**src/hdl/lsam_pkg.sv**
```systemverilog
// Package for the low-space admission monitor.
// Holds the event, mode and result codes, the field widths and the limit reset values.
// No dependencies.
package lsam_pkg;

  // Width of a free-space sample and of each limit register
  localparam int unsigned SPACE_W = 31;

  // Limit reset values
  localparam logic [SPACE_W-1:0] LOW_LIMIT_RST  = SPACE_W'(8 * 1024);
  localparam logic [SPACE_W-1:0] HIGH_LIMIT_RST = SPACE_W'(16 * 1024);

  // Configuration register indexes
  localparam logic CFG_LOW_LIMIT  = 1'b0;
  localparam logic CFG_HIGH_LIMIT = 1'b1;

  // Event kind carried with each input item
  typedef enum logic [1:0] {
    OP_ARRIVAL     = 2'd0,
    OP_MON_DONE    = 2'd1,
    OP_RESUME_DONE = 2'd2
  } op_e;

  // Controller mode
  typedef enum logic [1:0] {
    MODE_IDLE   = 2'd0,
    MODE_LOW    = 2'd1,
    MODE_HIGH   = 2'd2,
    MODE_RESUME = 2'd3
  } mode_e;

  // Watch armed by this event
  typedef enum logic [1:0] {
    ARM_NONE = 2'd0,
    ARM_LOW  = 2'd1,
    ARM_HIGH = 2'd2
  } arm_e;

  // Space notification raised by this event
  typedef enum logic [1:0] {
    EV_NONE  = 2'd0,
    EV_FULL  = 2'd1,
    EV_AVAIL = 2'd2
  } space_ev_e;

  // Current limit settings
  typedef struct packed {
    logic [SPACE_W-1:0] low_limit;
    logic [SPACE_W-1:0] high_limit;
  } limits_t;

  // One input event
  typedef struct packed {
    op_e                operation;
    logic [SPACE_W-1:0] free_space;
    logic               space_read_error;
    logic               is_priority_class;
    logic               completion_ok;
  } event_t;

  // One decision result
  typedef struct packed {
    logic      unexpected_event;
    mode_e     mode_now;
    space_ev_e space_event;
    logic      resume_request;
    logic      cancel_monitor;
    arm_e      arm_monitor;
    logic      reject;
  } result_t;

endpackage

```
**src/hdl/lsam_cfg_regs.sv**
```systemverilog
// Limit registers of the low-space admission monitor.
// Plain write port, no read-back. Depends on lsam_pkg.
module lsam_cfg_regs (
  input  logic                    clk_i,
  input  logic                    rst_ni,
  input  logic                    cfg_we_i,
  input  logic                    cfg_idx_i,
  input  logic [lsam_pkg::SPACE_W-1:0] cfg_data_i,
  output lsam_pkg::limits_t       limits_o
);
  import lsam_pkg::*;

  logic [SPACE_W-1:0] low_limit_q;
  logic [SPACE_W-1:0] high_limit_q;

  // Register writes
  always_ff @(posedge clk_i or negedge rst_ni) begin
    if (!rst_ni) begin
      low_limit_q  <= LOW_LIMIT_RST;
      high_limit_q <= HIGH_LIMIT_RST;
    end else if (cfg_we_i) begin
      case (cfg_idx_i)
        CFG_LOW_LIMIT:  low_limit_q  <= cfg_data_i;
        CFG_HIGH_LIMIT: high_limit_q <= cfg_data_i;
        default: ;
      endcase
    end
  end

  assign limits_o.low_limit  = low_limit_q;
  assign limits_o.high_limit = high_limit_q;

endmodule

```
**src/hdl/lsam_decide.sv**
```systemverilog
// Decision logic and controller state of the low-space admission monitor.
// Computes the result of the staged event and commits the state when it moves on.
// Depends on lsam_pkg.
module lsam_decide (
  input  logic              clk_i,
  input  logic              rst_ni,
  input  logic              commit_i,
  input  lsam_pkg::event_t  event_i,
  input  lsam_pkg::limits_t limits_i,
  output lsam_pkg::result_t result_o
);
  import lsam_pkg::*;

  mode_e mode_q, mode_d;
  logic  rej_prio_q, rej_prio_d;
  logic  rej_other_q, rej_other_d;

  logic               above_high;
  logic               above_low;
  logic [SPACE_W-1:0] mon_limit;
  logic               above_mon;

  // Threshold compares; a read error counts as below everything
  assign above_high = !event_i.space_read_error && (event_i.free_space >= limits_i.high_limit);
  assign above_low  = !event_i.space_read_error && (event_i.free_space >= limits_i.low_limit);
  assign mon_limit  = (mode_q == MODE_LOW) ? limits_i.low_limit : limits_i.high_limit;
  assign above_mon  = !event_i.space_read_error && (event_i.free_space >= mon_limit);

  // Next state and result fields
  always_comb begin
    mode_d      = mode_q;
    rej_prio_d  = rej_prio_q;
    rej_other_d = rej_other_q;
    result_o    = '0;

    case (event_i.operation)
      OP_ARRIVAL: begin
        if (!(above_high || (above_low && event_i.is_priority_class))) begin
          result_o.reject = 1'b1;
          if (event_i.is_priority_class) begin
            rej_prio_d = 1'b1;
          end else begin
            rej_other_d = 1'b1;
          end
          if (!above_low) begin
            // low watch arms from idle and replaces a high watch
            if (mode_q == MODE_IDLE || mode_q == MODE_HIGH) begin
              result_o.cancel_monitor = (mode_q == MODE_HIGH);
              mode_d                  = MODE_LOW;
              result_o.arm_monitor    = ARM_LOW;
              result_o.space_event    = EV_FULL;
            end
          end else if (mode_q == MODE_IDLE) begin
            mode_d               = MODE_HIGH;
            result_o.arm_monitor = ARM_HIGH;
            result_o.space_event = EV_FULL;
          end
        end
      end
      OP_MON_DONE: begin
        if (mode_q == MODE_LOW || mode_q == MODE_HIGH) begin
          if (above_mon) begin
            rej_prio_d              = 1'b0;
            rej_other_d             = 1'b0;
            mode_d                  = MODE_RESUME;
            result_o.resume_request = 1'b1;
            result_o.space_event    = EV_AVAIL;
          end else if (event_i.completion_ok) begin
            result_o.arm_monitor = (mode_q == MODE_LOW) ? ARM_LOW : ARM_HIGH;
            result_o.space_event = EV_FULL;
          end else begin
            mode_d = MODE_IDLE;
          end
        end else begin
          result_o.unexpected_event = 1'b1;
        end
      end
      OP_RESUME_DONE: begin
        if (mode_q == MODE_RESUME) begin
          if (rej_prio_q) begin
            mode_d               = MODE_LOW;
            result_o.arm_monitor = ARM_LOW;
            result_o.space_event = EV_FULL;
          end else if (rej_other_q) begin
            mode_d               = MODE_HIGH;
            result_o.arm_monitor = ARM_HIGH;
            result_o.space_event = EV_FULL;
          end else begin
            mode_d = MODE_IDLE;
          end
        end else begin
          result_o.unexpected_event = 1'b1;
        end
      end
      default: ;  // reserved code: no effect
    endcase

    result_o.mode_now = mode_d;
  end

  // State commit when the event enters the result register
  always_ff @(posedge clk_i or negedge rst_ni) begin
    if (!rst_ni) begin
      mode_q      <= MODE_IDLE;
      rej_prio_q  <= 1'b0;
      rej_other_q <= 1'b0;
    end else if (commit_i) begin
      mode_q      <= mode_d;
      rej_prio_q  <= rej_prio_d;
      rej_other_q <= rej_other_d;
    end
  end

endmodule

```
**src/hdl/low_space_admission_monitor_top.sv**
```systemverilog
// Top level of the low-space admission monitor.
// Input register, decision stage and result register. Depends on lsam_pkg,
// lsam_cfg_regs and lsam_decide.

// An event transaction is taken into an input register, decided
// combinationally from there and written into the result register when
// that register is free or being drained. One event is accepted every
// cycle as long as results are taken; the figure is set by the single
// decision stage between the input register and the result register,
// where the controller state is committed as an event moves into the
// result register. Each event yields exactly one result. The user writes
// limits through the configuration port only while no event is in flight;
// the block itself does not enforce this. There is no clearing pass after
// reset.
module low_space_admission_monitor_top (
  input  logic        clk_i,
  input  logic        rst_ni,
  // configuration port
  input  logic        cfg_we_i,
  input  logic        cfg_idx_i,
  input  logic [30:0] cfg_data_i,
  // event stream
  input  logic        s_axis_tvalid,
  output logic        s_axis_tready,
  // [30:0] free_space, [31] space_read_error, [32] is_priority_class,
  // [33] completion_ok, [39:34] zero
  input  logic [39:0] s_axis_tdata,
  // [1:0] operation
  input  logic [1:0]  s_axis_tuser,
  // result stream
  output logic        m_axis_tvalid,
  input  logic        m_axis_tready,
  // [0] reject, [2:1] arm_monitor, [3] cancel_monitor, [4] resume_request,
  // [6:5] space_event, [8:7] mode_now, [9] unexpected_event, [15:10] zero
  output logic [15:0] m_axis_tdata
);
  import lsam_pkg::*;

  limits_t limits;
  event_t  evt_q;
  logic    evt_valid_q;
  logic    move;
  result_t result;
  result_t res_q;
  logic    res_valid_q;

  lsam_cfg_regs u_cfg (
    .clk_i      (clk_i),
    .rst_ni     (rst_ni),
    .cfg_we_i   (cfg_we_i),
    .cfg_idx_i  (cfg_idx_i),
    .cfg_data_i (cfg_data_i),
    .limits_o   (limits)
  );

  // Staged event moves on when the result register is free or being drained
  assign move          = evt_valid_q && (!res_valid_q || m_axis_tready);
  assign s_axis_tready = !evt_valid_q || move;

  // Input register
  always_ff @(posedge clk_i or negedge rst_ni) begin
    if (!rst_ni) begin
      evt_valid_q <= 1'b0;
    end else if (s_axis_tready) begin
      evt_valid_q <= s_axis_tvalid;
    end
  end

  always_ff @(posedge clk_i) begin
    if (s_axis_tvalid && s_axis_tready) begin
      evt_q.operation         <= op_e'(s_axis_tuser);
      evt_q.free_space        <= s_axis_tdata[30:0];
      evt_q.space_read_error  <= s_axis_tdata[31];
      evt_q.is_priority_class <= s_axis_tdata[32];
      evt_q.completion_ok     <= s_axis_tdata[33];
    end
  end

  lsam_decide u_decide (
    .clk_i    (clk_i),
    .rst_ni   (rst_ni),
    .commit_i (move),
    .event_i  (evt_q),
    .limits_i (limits),
    .result_o (result)
  );

  // Result register
  always_ff @(posedge clk_i or negedge rst_ni) begin
    if (!rst_ni) begin
      res_valid_q <= 1'b0;
    end else if (!res_valid_q || m_axis_tready) begin
      res_valid_q <= evt_valid_q;
    end
  end

  always_ff @(posedge clk_i) begin
    if (move) begin
      res_q <= result;
    end
  end

  assign m_axis_tvalid = res_valid_q;
  assign m_axis_tdata  = {6'd0,
                          res_q.unexpected_event,
                          res_q.mode_now,
                          res_q.space_event,
                          res_q.resume_request,
                          res_q.cancel_monitor,
                          res_q.arm_monitor,
                          res_q.reject};

endmodule

```
**config.mk**
```make
export PLATFORM = sky130hd
export DESIGN_NAME = low_space_admission_monitor_top
export DESIGN_NICKNAME = d
export VERILOG_FILES = /design/src/hdl/lsam_pkg.sv /design/src/hdl/lsam_cfg_regs.sv /design/src/hdl/lsam_decide.sv /design/src/hdl/low_space_admission_monitor_top.sv
export SDC_FILE = /design/constraint.sdc
export NUM_CORES = 1
export LEC_CHECK = 0
export BUFFER_PORTS_ARGS = -buffer_cell sky130_fd_sc_hd__buf_2
export CAP_MARGIN = 20
export CORE_ASPECT_RATIO = 1.5
export CORE_MARGIN = 1
export CORE_UTILIZATION = 35
export DETAILED_ROUTE_END_ITERATION = 10
export HOLD_SLACK_MARGIN = 0.05
export PLACE_DENSITY = 0.59
export SLEW_MARGIN = 30
export SYNTH_ARGS = -nofsm -noshare
export SYNTH_HDL_FRONTEND = slang
export SYNTH_SLANG_ARGS = --single-unit
```
**constraint.sdc**
```tcl
create_clock -name clk_i -period 9.95 [get_ports clk_i]
set_input_delay 1.99 -clock clk_i [delete_from_list [all_inputs] [get_ports clk_i]]
set_output_delay 1.99 -clock clk_i [all_outputs]
set_load 0.02 [all_outputs]
```
==> impl_metrics.tcl, run 1 <==
set metrics [dict create \
    first_pass_iters 5 \
    yosysUniqueCellTypes 60 \
    vias_per_cell 4.98 \
    endpoint_kind "output pin" \
    r2r_cells 14 \
    globalRouteMet2Util 0.311 \
    worst_path_most_repeated_cell "buf_2" \
    r2r_setup_slack_ns 5.88 \
    use_met3 0.0385 \
    slew_headroom 0.394 \
    crit_chain "buf_2 > nand3b_1 > buf_2" \
    arrival_ns 2.45 \
    htree_levels 4 \
    cts_resized 0 \
    final_nets 913 \
    yosysWarnings 0 \
    period_share 0.446 \
    setup_viol 0 \
    hp-class "reg2reg" \
    met1_usage 0.185 \
    cts_num_sinks 114 \
    yosys-top-cells-area "dfrtp_1 (24%), edfxtp_1 (20%), ha_1 (18%), mux2_2 (5.3%), mux2i_1 (4.3%)" \
    grtUsageTotal 0.171 \
    worst_pin_slew_ns 0.909 \
    p_leak_nw 3.80 \
    worstSetupStartpoint "m_axis_tready" \
    gp_congestion 0.868 \
    clk_latency_ns 0.43 \
    hold_buffers 0 \
    hold_end "m_axis_tvalid" \
    skew_ns 0.00794 \
    drv_slew 0 \
    cts_root_buf "clkbuf_16" \
    die_h_um 175 \
    grt-ovfl-total 0 \
    crit_family "buffers and inverters" \
    fin_crit_ns 4.44 \
    start_util 0.361 \
    cp-start-kind "primary input" \
    required_ns 7.96 \
    row_count 62 \
    wl_per_cell_um 15.7 \
    synth_seq_cells 114 \
    synth_area_per_cell_um2 10.9 \
    cts_buffer_depth 2 \
    grt_pass1_wl_um 25900 \
    drt_first_iter_violations 204 \
    crit_fanout 3 \
    async_flop_share 0.596 \
    crit_slowest_cell "nand3b_1" \
    crit_path_max_incr_delay_ns 0.18 \
    design_area_um2 8230 \
    fin_tns_setup_ns 0 \
    crit_buf_inv 2 \
    ir_drop_v 0.000120 \
    dp_hpwl_um 11600 \
    routed_wl_um 15700 \
    r2r_end "m_axis_tdata[7]" \
    grt_antenna_before_repair 0 \
    cts_tree "yes" \
    antenna_left 0 \
    synth_edf_count 46 \
    die_w_um 117 \
    grt_pass1_vias 5252 \
    hold_depth 1 \
    clk_pin_slew_ns 0.05 \
    placed_cells 969 \
    synthCells 641 \
    vias 4986 \
    rsz0062_at_grt "no" \
    cts-buffers-inserted 17 \
    synthToLayoutAreaGrowth_pct 17.9 \
    cap_violations 0 \
    antenna_cells 0 \
    p_per_area_nw_per_um2 206 \
    ios 97 \
    drive_gt1_frac 0.232 \
    cts_setup_buffers 0 \
    layout.cells.non_filler 1001 \
    status "finished clean" \
    drc 0 \
    final_core_util 0.426 \
    hold_ws_ns 0.498 \
    synth_ff_type "dfrtp_1" \
    netlist.top_cell.by_area "dfrtp_1" \
    portBuffers 84 \
    criticalPathCategory "in2out" \
    dpl_cell_area_um2 7670 \
    fp.coreArea_um2 19300 \
    hold_viol 0 \
    gr-max-usage-layer "met2" \
    synth.cell_area_um2 6980 \
    synth_top_area_share 0.237 \
    min-delay-start "evt_valid_q" \
    r2r-start "u_decide.mode_q[1]" \
    fmax_mhz 225 \
    yosysSeqAreaShare 0.442 \
    grt_max_degree 69 \
    dieArea_um2 20500 \
]
[flip-flops by register name (all words and copies together) (netlist names)]
signal	count
u_cfg.high_limit_q	31
evt_valid_q	1
evt_q	36
u_cfg.low_limit_q	31
u_decide.rej_prio_q	1
m_axis_tvalid	1
u_decide.rej_other_q	1
m_axis_tdata	10
u_decide.mode_q	2
[stage by stage]
step | total power (W) | setup slack [ns]
after detailed placement | 0.00113 | 5.51
after CTS | 0.00172 | 5.51
after global placement | 0.00112 | 5.53
after global routing | 0.00181 | 5.46
final | 0.00169 | 5.51
after floorplan | 0.000983 | 5.69
[worst max path at each step]
stage	to	slack [ns]	depth (start not counted)
5_1_grt	s_axis_tready	5.46	3
4_1_cts	s_axis_tready	5.51	3
2_1_floorplan	s_axis_tready	5.69	1
6_report	s_axis_tready	5.51	3
3_5_place_dp	s_axis_tready	5.51	3
3_3_place_gp	s_axis_tready	5.53	3
[power breakdown]
group | internal (W) | switching [W]
registers | 0.000553 | 0.0000457
logic | 0.000230 | 0.000287
clock network | 0.000364 | 0.000216
total | 0.00115 | 0.000548
[layer usage]
layer | part of all wire | routed length (um) | vias to the layer above
met5 | 0 | 0 | -
met4 | 0.019 | 300 | 0
met3 | 0.031 | 489 | 20
met2 | 0.55 | 8620 | 83
met1 | 0.40 | 6290 | 2388
li1 | - | - | 2495
[synthesized netlist by cell type, drive strengths merged (3+ instances only)]
cell type / number
nand3b: 5
a221oi: 3
o21a: 3
nand2b: 6
edfxtp: 46
a21oi: 43
and4: 5
o21ai: 48
nand4: 17
a211oi: 9
inv: 73
buf: 10
mux2: 35
nand2: 63
mux2i: 30
dfrtp: 66
clkbuf: 11
a31oi: 3
nand3: 16
nor3: 7
nor2: 8
a21o: 3
ha: 102
[cell families (layout without fill, tap and decap cells)]
kind of cell | after synthesis | count (layout) | synth area share
buffers and inverters | 94 | 193 | 0.0543
multiplexers | 65 | 65 | 0.100
adder cells (fa/ha/maj) | 102 | 102 | 0.183
AO/OA/AOI/OAI | 129 | 129 | 0.117
other | 1 | 6 | 0.000538
AND/OR/NAND/NOR | 136 | 136 | 0.103
flip-flops | 114 | 114 | 0.442
[cells in the final DEF (no fill, tap or decap), types with 8 or more instances in the layout]
| cell type | Yosys | routed |
|---|---|---|
| a211oi_1 | 8 | 8 |
| nor2_1 | 8 | 8 |
| nand4_1 | 15 | 15 |
| clkinv_2 | 0 | 8 |
| dfrtp_1 | 66 | 66 |
| edfxtp_1 | 46 | 46 |
| a21oi_1 | 42 | 42 |
| nand3_1 | 15 | 15 |
| buf_2 | 0 | 84 |
| mux2i_1 | 30 | 30 |
| clkbuf_16 | 0 | 17 |
| ha_1 | 102 | 102 |
| inv_1 | 73 | 73 |
| nand2_1 | 63 | 63 |
| o21ai_0 | 40 | 40 |
| mux2_2 | 33 | 33 |
[layout make-up]
cell class	instances	area, um^2
flip-flops and latches	114	3090
repair buffers	88	454
multi-input cells	438	3540
well taps	256	320
inverters	73	274
fillers	1897	11100
clock inverters	12	116
clock buffers	20	437
[worst reg2reg max path, delay by kind of cell (launching register included)]
family	cells	cell delay (ns)
adders and majority gates	2	0.79
and+or+nand+nor	4	0.83
buffers and inverters	2	0.52
DFF	1	0.43
AOI/OAI and AO/OA	5	0.99
muxes	1	0.26
(Power assumes the default switching activity.)
==> inputs of run 2 (changes only) <==
--- a/config.mk
+++ b/config.mk
@@ -5,6 +5,7 @@
 export SDC_FILE = /design/constraint.sdc
 export NUM_CORES = 1
 export LEC_CHECK = 0
+export ABC_AREA = 1
 export BUFFER_PORTS_ARGS = -buffer_cell sky130_fd_sc_hd__buf_2
 export CAP_MARGIN = 20
 export CORE_ASPECT_RATIO = 1.5
@@ -12,7 +13,7 @@
 export CORE_UTILIZATION = 35
 export DETAILED_ROUTE_END_ITERATION = 10
 export HOLD_SLACK_MARGIN = 0.05
-export PLACE_DENSITY = 0.59
+export PLACE_DENSITY = 0.61
 export SLEW_MARGIN = 30
 export SYNTH_ARGS = -nofsm -noshare
 export SYNTH_HDL_FRONTEND = slang
==> constraint.sdc (replaced) <==
create_clock -name clk_i -period 4 [get_ports clk_i]
set_input_delay 0.8 -clock clk_i [delete_from_list [all_inputs] [get_ports clk_i]]
set_output_delay 0.8 -clock clk_i [all_outputs]
set_load 0.02 [all_outputs]
==> run 2 against run 1 <==
Utilization about the same. Via count increased by 19%. Setup slack got worse by 4.7 ns. Largest cell class unchanged. Die area rose by 5.4%. Sequential share of layout area shrank 2.1 points. Synthesized cell count grew 43%. Synthesized area increased by 5.5%.
==> impl_metrics.tcl, run 2 <==
set metrics [dict create \
    cts-buffers-inserted 17 \
    wl_met3_um 574 \
    crit_fanout 39 \
    status "finished clean" \
    setup_viol 0 \
    cts_resized 0 \
    multi_input_area_um2 3590 \
    swShare 0.340 \
    grt_pass1_wl_um 28000 \
    final_nets 1184 \
    drt_first_iter_violations 188 \
    grt_pass1_vias 5980 \
    synth_area_per_cell_um2 8.04 \
    htree_levels 4 \
    internal_power_w 0.00318 \
    async_flop_share 0.596 \
    design_area_um2 8730 \
    start_util 0.359 \
    synth_top_area_share 0.224 \
    endpoint_kind "flip-flop" \
    fp.coreArea_um2 20500 \
    routed_wl_um 16600 \
    final_core_util 0.426 \
    slew_headroom 0.567 \
    grt_antenna_before_repair 0 \
    p_clk_frac 0.361 \
    reg.largest.list "evt_q (36), u_cfg.high_limit_q (31), u_cfg.low_limit_q (31)" \
    synthToLayoutAreaGrowth_pct 18.6 \
    synthSimpleGateAreaFrac 0.205 \
    r2r_cells 16 \
    synth.cell_area_um2 7360 \
    antenna_cells 0 \
    ir_drop_v 0.000222 \
    cts_tree "yes" \
    drc 0 \
    final_common_cell "nand2_1" \
    cts_buffer_depth 2 \
    fill_cells 2124 \
    cts_num_sinks 114 \
    worst_pin_slew_ns 0.649 \
    synth_compound_area_frac 0.104 \
    die_w_um 120 \
    fmax_mhz 316 \
    yosysSeqAreaShare 0.419 \
    dp_hpwl_um 12600 \
    p_leak_nw 4.49 \
    dieArea_um2 21600 \
    hp-class "in2async" \
    r2r-start "u_decide.mode_q[1]" \
    portBuffers 84 \
    p_per_area_nw_per_um2 552 \
    top_register "evt_q" \
    clk_pin_slew_ns 0.06 \
    r2r_end "m_axis_tdata[8]" \
    p_sw_w 0.00164 \
    cts_setup_buffers 0 \
    first_pass_iters 4 \
    r2r_setup_slack_ns 0.83 \
    wl_per_cell_um 12.9 \
    hold_buffers 0 \
    yosys.area_share.xor_xnor 0 \
    skew_ns 0.00552 \
    yosysWarnings 0 \
    die_h_um 180 \
    grt_max_degree 63 \
    p_comb_frac 0.326 \
    placed_cells 1248 \
    rsz0062_at_grt "no" \
    fin_crit_ns 3.17 \
    place_ws_ns 0.841 \
    yosys-top-cells-area "dfrtp_1 (22%), edfxtp_1 (19%), ha_1 (17%), nand2_1 (14%), inv_1 (8.1%)" \
    antenna_left 0 \
    grtUsageTotal 0.166 \
    required_ns 4.18 \
    top_layer "met4" \
    yosysUniqueCellTypes 30 \
    netlist.top_cell.by_area "dfrtp_1" \
    synth_edf_count 46 \
    fin_tns_setup_ns 0 \
    drv_slew 0 \
    cap_violations 0 \
    dpl_cell_area_um2 8060 \
    synth_seq_cells 114 \
    regArea_um2 3090 \
    drive_gt1_frac 0.133 \
    synthCells 915 \
    layout.cells.non_filler 1280 \
    row_count 64 \
    synth.area.mux_share 0.00153 \
    vias_per_cell 4.65 \
    arrival_ns 3.35 \
    m1WireLength_um 6780 \
    yosysMostFrequentCell "nand2_1" \
    criticalPathCategory "reg2reg" \
    synth_top_family_by_area "simple AND/OR/NAND/NOR gates" \
    layout_setup_ws_ns 0.833 \
    cp-start-kind "flip-flop" \
    grt-ovfl-total 0 \
    clk_latency_ns 0.43 \
    wl_met2_um 8590 \
    period_share 0.792 \
    pwr-share-seq 0.313 \
    mostFrequentLayoutCells "nand2_1 (265), inv_1 (159), ha_1 (102), o21ai_0 (97), buf_2 (84)" \
    vias 5950 \
    largest_reg_flops 36 \
    ios 97 \
    synth_fa_ha_area_frac 0.173 \
    gp_congestion 0.856 \
    ys_top_cells_by_count "nand2_1 (267), inv_1 (159), ha_1 (102)" \
    cts_root_buf "clkbuf_16" \
    hold_viol 0 \
    synth_ff_type "dfrtp_1" \
]
run 2: cell types whose count changed after synthesis, moves of 30 or more:
cell / previous run / this run
o21ai_0: 40 / 97
nor2_1: 8 / 41
mux2i_1: 30 / 0
inv_1: 73 / 159
mux2_2: 33 / 1
nand2_1: 63 / 267
run 2: worst max-delay path, cell delays in order, from the launching register on:
cell and delay (ns):
dfrtp_1 0.48, inv_1 0.14, ha_1 0.19, buf_4 0.24, o21ai_0 0.31, ha_1 0.31
nand2_1 0.07, nor2_1 0.04, nand4_1 0.14, inv_1 0.07, a21oi_1 0.19, nand3_1 0.18
nand3_1 0.19, nand2_1 0.06, o21bai_1 0.17, nand2_1 0.08, nand2_2 0.05
run 2: worst max-delay path by stage:
stage	from	endpoint	slack, ns	cells after the start
6_report	u_decide.mode_q[1]	m_axis_tdata[8]	0.83	16
2_1_floorplan	u_decide.mode_q[1]	m_axis_tdata[8]	1.19	17
5_1_grt	u_decide.mode_q[1]	m_axis_tdata[8]	0.54	18
3_5_place_dp	u_decide.mode_q[1]	m_axis_tdata[8]	0.84	16
3_3_place_gp	u_decide.mode_q[1]	m_axis_tdata[8]	0.85	16
4_1_cts	u_decide.mode_q[1]	m_axis_tdata[8]	0.83	16
run 2: cell type report:
class | instances | share of cell area
repair buffers | 88 | 0.0516
flip-flops and latches | 114 | 0.354
multi-input cells | 622 | 0.412
inverters | 160 | 0.0688
clock buffers | 21 | 0.0528
clock inverters | 11 | 0.0238
well taps | 264 | 0.0378
run 2: power by group through the flow:
stage	clock [W]	combinational, W	sequential, W
final	0.00174	0.00157	0.00151
after floorplan	0	0.00116	0.00152
after global placement	0	0.00155	0.00153
after global routing	0.00182	0.00186	0.00153
after CTS	0.00178	0.00159	0.00151
after detailed placement	0	0.00157	0.00153
run 2: logic make-up after synthesis:
logic type / Yosys count
other cells: 1
mux: 1
fa+ha+maj: 102
simple gates: 366
flops: 114
buf+inv: 184
compound gates: 147
run 2: through the flow:
step | hold WS [ns] | power [W]
3_5_place_dp | 0.473 | 0.00310
3_3_place_gp | 0.466 | 0.00308
2_1_floorplan | 0.453 | 0.00267
5_1_grt | 0.364 | 0.00520
6_report | 0.334 | 0.00482
4_1_cts | 0.340 | 0.00487
run 2: metal layers:
layer	vias to the layer above	GRT usage
met5	-	0
met4	0	0.0884
met3	40	0.0346
met2	118	0.299
met1	2677	0.180
li1	3115	-
==> inputs of run 3 (changes only) <==
==> constraint.sdc (replaced) <==
create_clock -name clk_i -period 2.69 [get_ports clk_i]
set_input_delay 0.538 -clock clk_i [delete_from_list [all_inputs] [get_ports clk_i]]
set_output_delay 0.538 -clock clk_i [all_outputs]
set_load 0.02 [all_outputs]
==> run 3 against run 2 <==
The flow now finishes with violations (setup timing). Maximum frequency up 16%. Clock skew up 0.0044 ns. Final area up 5.4%. Critical path depth up 1. Hold slack worse by 0.16 ns. Critical path type unchanged. Largest power group is now combinational cells. Utilization up 2.3 points. Global-route usage up 0.94 points. Total power up 63%. Sequential share of layout area down 1.8 points.
==> impl_metrics.tcl, run 3 (synthesis results as in run 2) <==
set metrics [dict create \
    layout_setup_ws_ns -0.0502 \
    violations "setup timing" \
    crit_slowest_cell "dfrtp_1" \
    worst_pin_slew_ns 0.734 \
    top_register "evt_q" \
    fin_crit_ns 2.74 \
    grt_max_degree 37 \
    grt_pass1_wl_um 29200 \
    gp_congestion 0.845 \
    portBuffers 84 \
    cap_violations 0 \
    hold_viol 0 \
    mostFrequentLayoutCells "nand2_1 (253), inv_1 (156), ha_1 (100), buf_2 (84), o21ai_0 (82)" \
    htree_levels 4 \
    final_common_cell "nand2_1" \
    p_leak_nw 4.68 \
    endpoint_kind "flip-flop" \
    synthToLayoutAreaGrowth_pct 25.1 \
    grtUsageTotal 0.176 \
    crit_family "simple AND/OR/NAND/NOR gates" \
    crit_buf_inv 4 \
    status "finished, violations left" \
    final_nets 1213 \
    dpl_cell_area_um2 8230 \
    totalPowerFinal_w 0.00785 \
    fin_tns_setup_ns -0.0904 \
    cp-start-kind "flip-flop" \
    grt-ovfl-total 0 \
    vias 6031 \
    start_util 0.359 \
    period_share 1.02 \
    arrival_ns 2.92 \
    antenna_cells 0 \
    ios 97 \
    antenna_left 0 \
    cts-buffers-inserted 17 \
    cts_buffer_depth 2 \
    required_ns 2.87 \
    routed_wl_um 17800 \
    crit_chain "inv_2 > ha_4 > clkbuf_16 > nand2_1 > o21ai_1 > ha_1 > nand2_1 > inv_1 > nand4_1 > inv_1 > a21oi_2 > nand3_2 > nand3_2 > nand2_1 > o21bai_1 > nand2_1 > nand2_2" \
    drive_gt1_frac 0.196 \
    first_pass_iters 4 \
    crit_path_max_incr_delay_ns 0.39 \
    worstSetupStartpoint "u_decide.mode_q[1]" \
    grt_pass1_vias 6181 \
    fmax_mhz 365 \
    clk_pin_slew_ns 0.05 \
    hp-class "in2async" \
    ir_drop_v 0.000436 \
    dp_hpwl_um 13300 \
    p_per_area_nw_per_um2 853 \
    wl_per_cell_um 13.6 \
    largest_reg_flops 36 \
    fill_cells 2097 \
    place_ws_ns -0.212 \
    cts_tree "yes" \
    vias_per_cell 4.61 \
    skew_ns 0.00993 \
    die_w_um 120 \
    worst_path_most_repeated_cell "nand2_1" \
    drv_slew 0 \
    slew_headroom 0.511 \
    rsz0062_at_grt "yes" \
    dieArea_um2 21600 \
    hold_buffers 0 \
    clk_latency_ns 0.43 \
    die_h_um 180 \
    reg.largest.list "evt_q (36), u_cfg.high_limit_q (31), u_cfg.low_limit_q (31)" \
    cts_num_sinks 114 \
    r2r-start "u_decide.mode_q[1]" \
    criticalPathCategory "reg2reg" \
    cts_root_buf "clkbuf_16" \
    drc 0 \
    design_area_um2 9200 \
    drt_first_iter_violations 229 \
    row_count 64 \
    grt_antenna_before_repair 0 \
    setup_viol 3 \
    crit_fanout 8 \
    fp.coreArea_um2 20500 \
]
run 3: worst paths after layout:
path | end | slack (ns) | depth (start not counted)
max in group asynchronous | u_cfg.low_limit_q[4] | 1.82 | 2
setup reg to reg | m_axis_tdata[8] | -0.05 | 17
hold / removal | u_cfg.low_limit_q[16] | 0.17 | 1
min in group clk_i | evt_q[26] | 0.27 | 1
hold reg to reg | u_cfg.low_limit_q[23] | 0.48 | 2
setup / recovery | m_axis_tdata[8] | -0.05 | 17
run 3: cell type report:
type / instances / area, um^2 / share of cell area
inverter: 160 / 601 / 0.0653
tap: 264 / 330 / 0.0359
clock buffer: 20 / 457 / 0.0496
clock inverter: 12 / 163 / 0.0177
timing repair buffer: 117 / 836 / 0.0908
multi-input combinational: 622 / 3730 / 0.405
sequential: 114 / 3090 / 0.335
run 3: timing repair:
action | 4_1_cts | 5_1_grt
cloned | 2 | 4
pin swaps | 11 | 33
gates resized for setup | 24 | 38
endpoints found under the setup margin | 11 | 11
setup buffers | 2 | 4
run 3: routing by layer:
metal  up-vias  wire length [um]  GRT usage  share of wire
li1       3179                 -          -              -
met1      2712              6980      0.184           0.39
met2       102              9680      0.326           0.54
met3        38               509     0.0320          0.029
met4         0               629     0.0933          0.035
met5         -                 0          0              0
run 3: stage by stage:
step,hold slack [ns],cells,utilization
3_5_place_dp,0.473,1265,0.401
5_1_grt,0.222,1309,0.449
2_1_floorplan,0.242,920,-
6_report,0.169,1309,0.449
4_1_cts,0.171,1301,0.439
3_3_place_gp,0.466,1265,0.401
run 3: report_power, final:
group | switching (W) | total, W | internal [W]
logic | 0.00177 | 0.00324 | 0.00147
clock network | 0.000806 | 0.00239 | 0.00158
registers | 0.000156 | 0.00222 | 0.00206
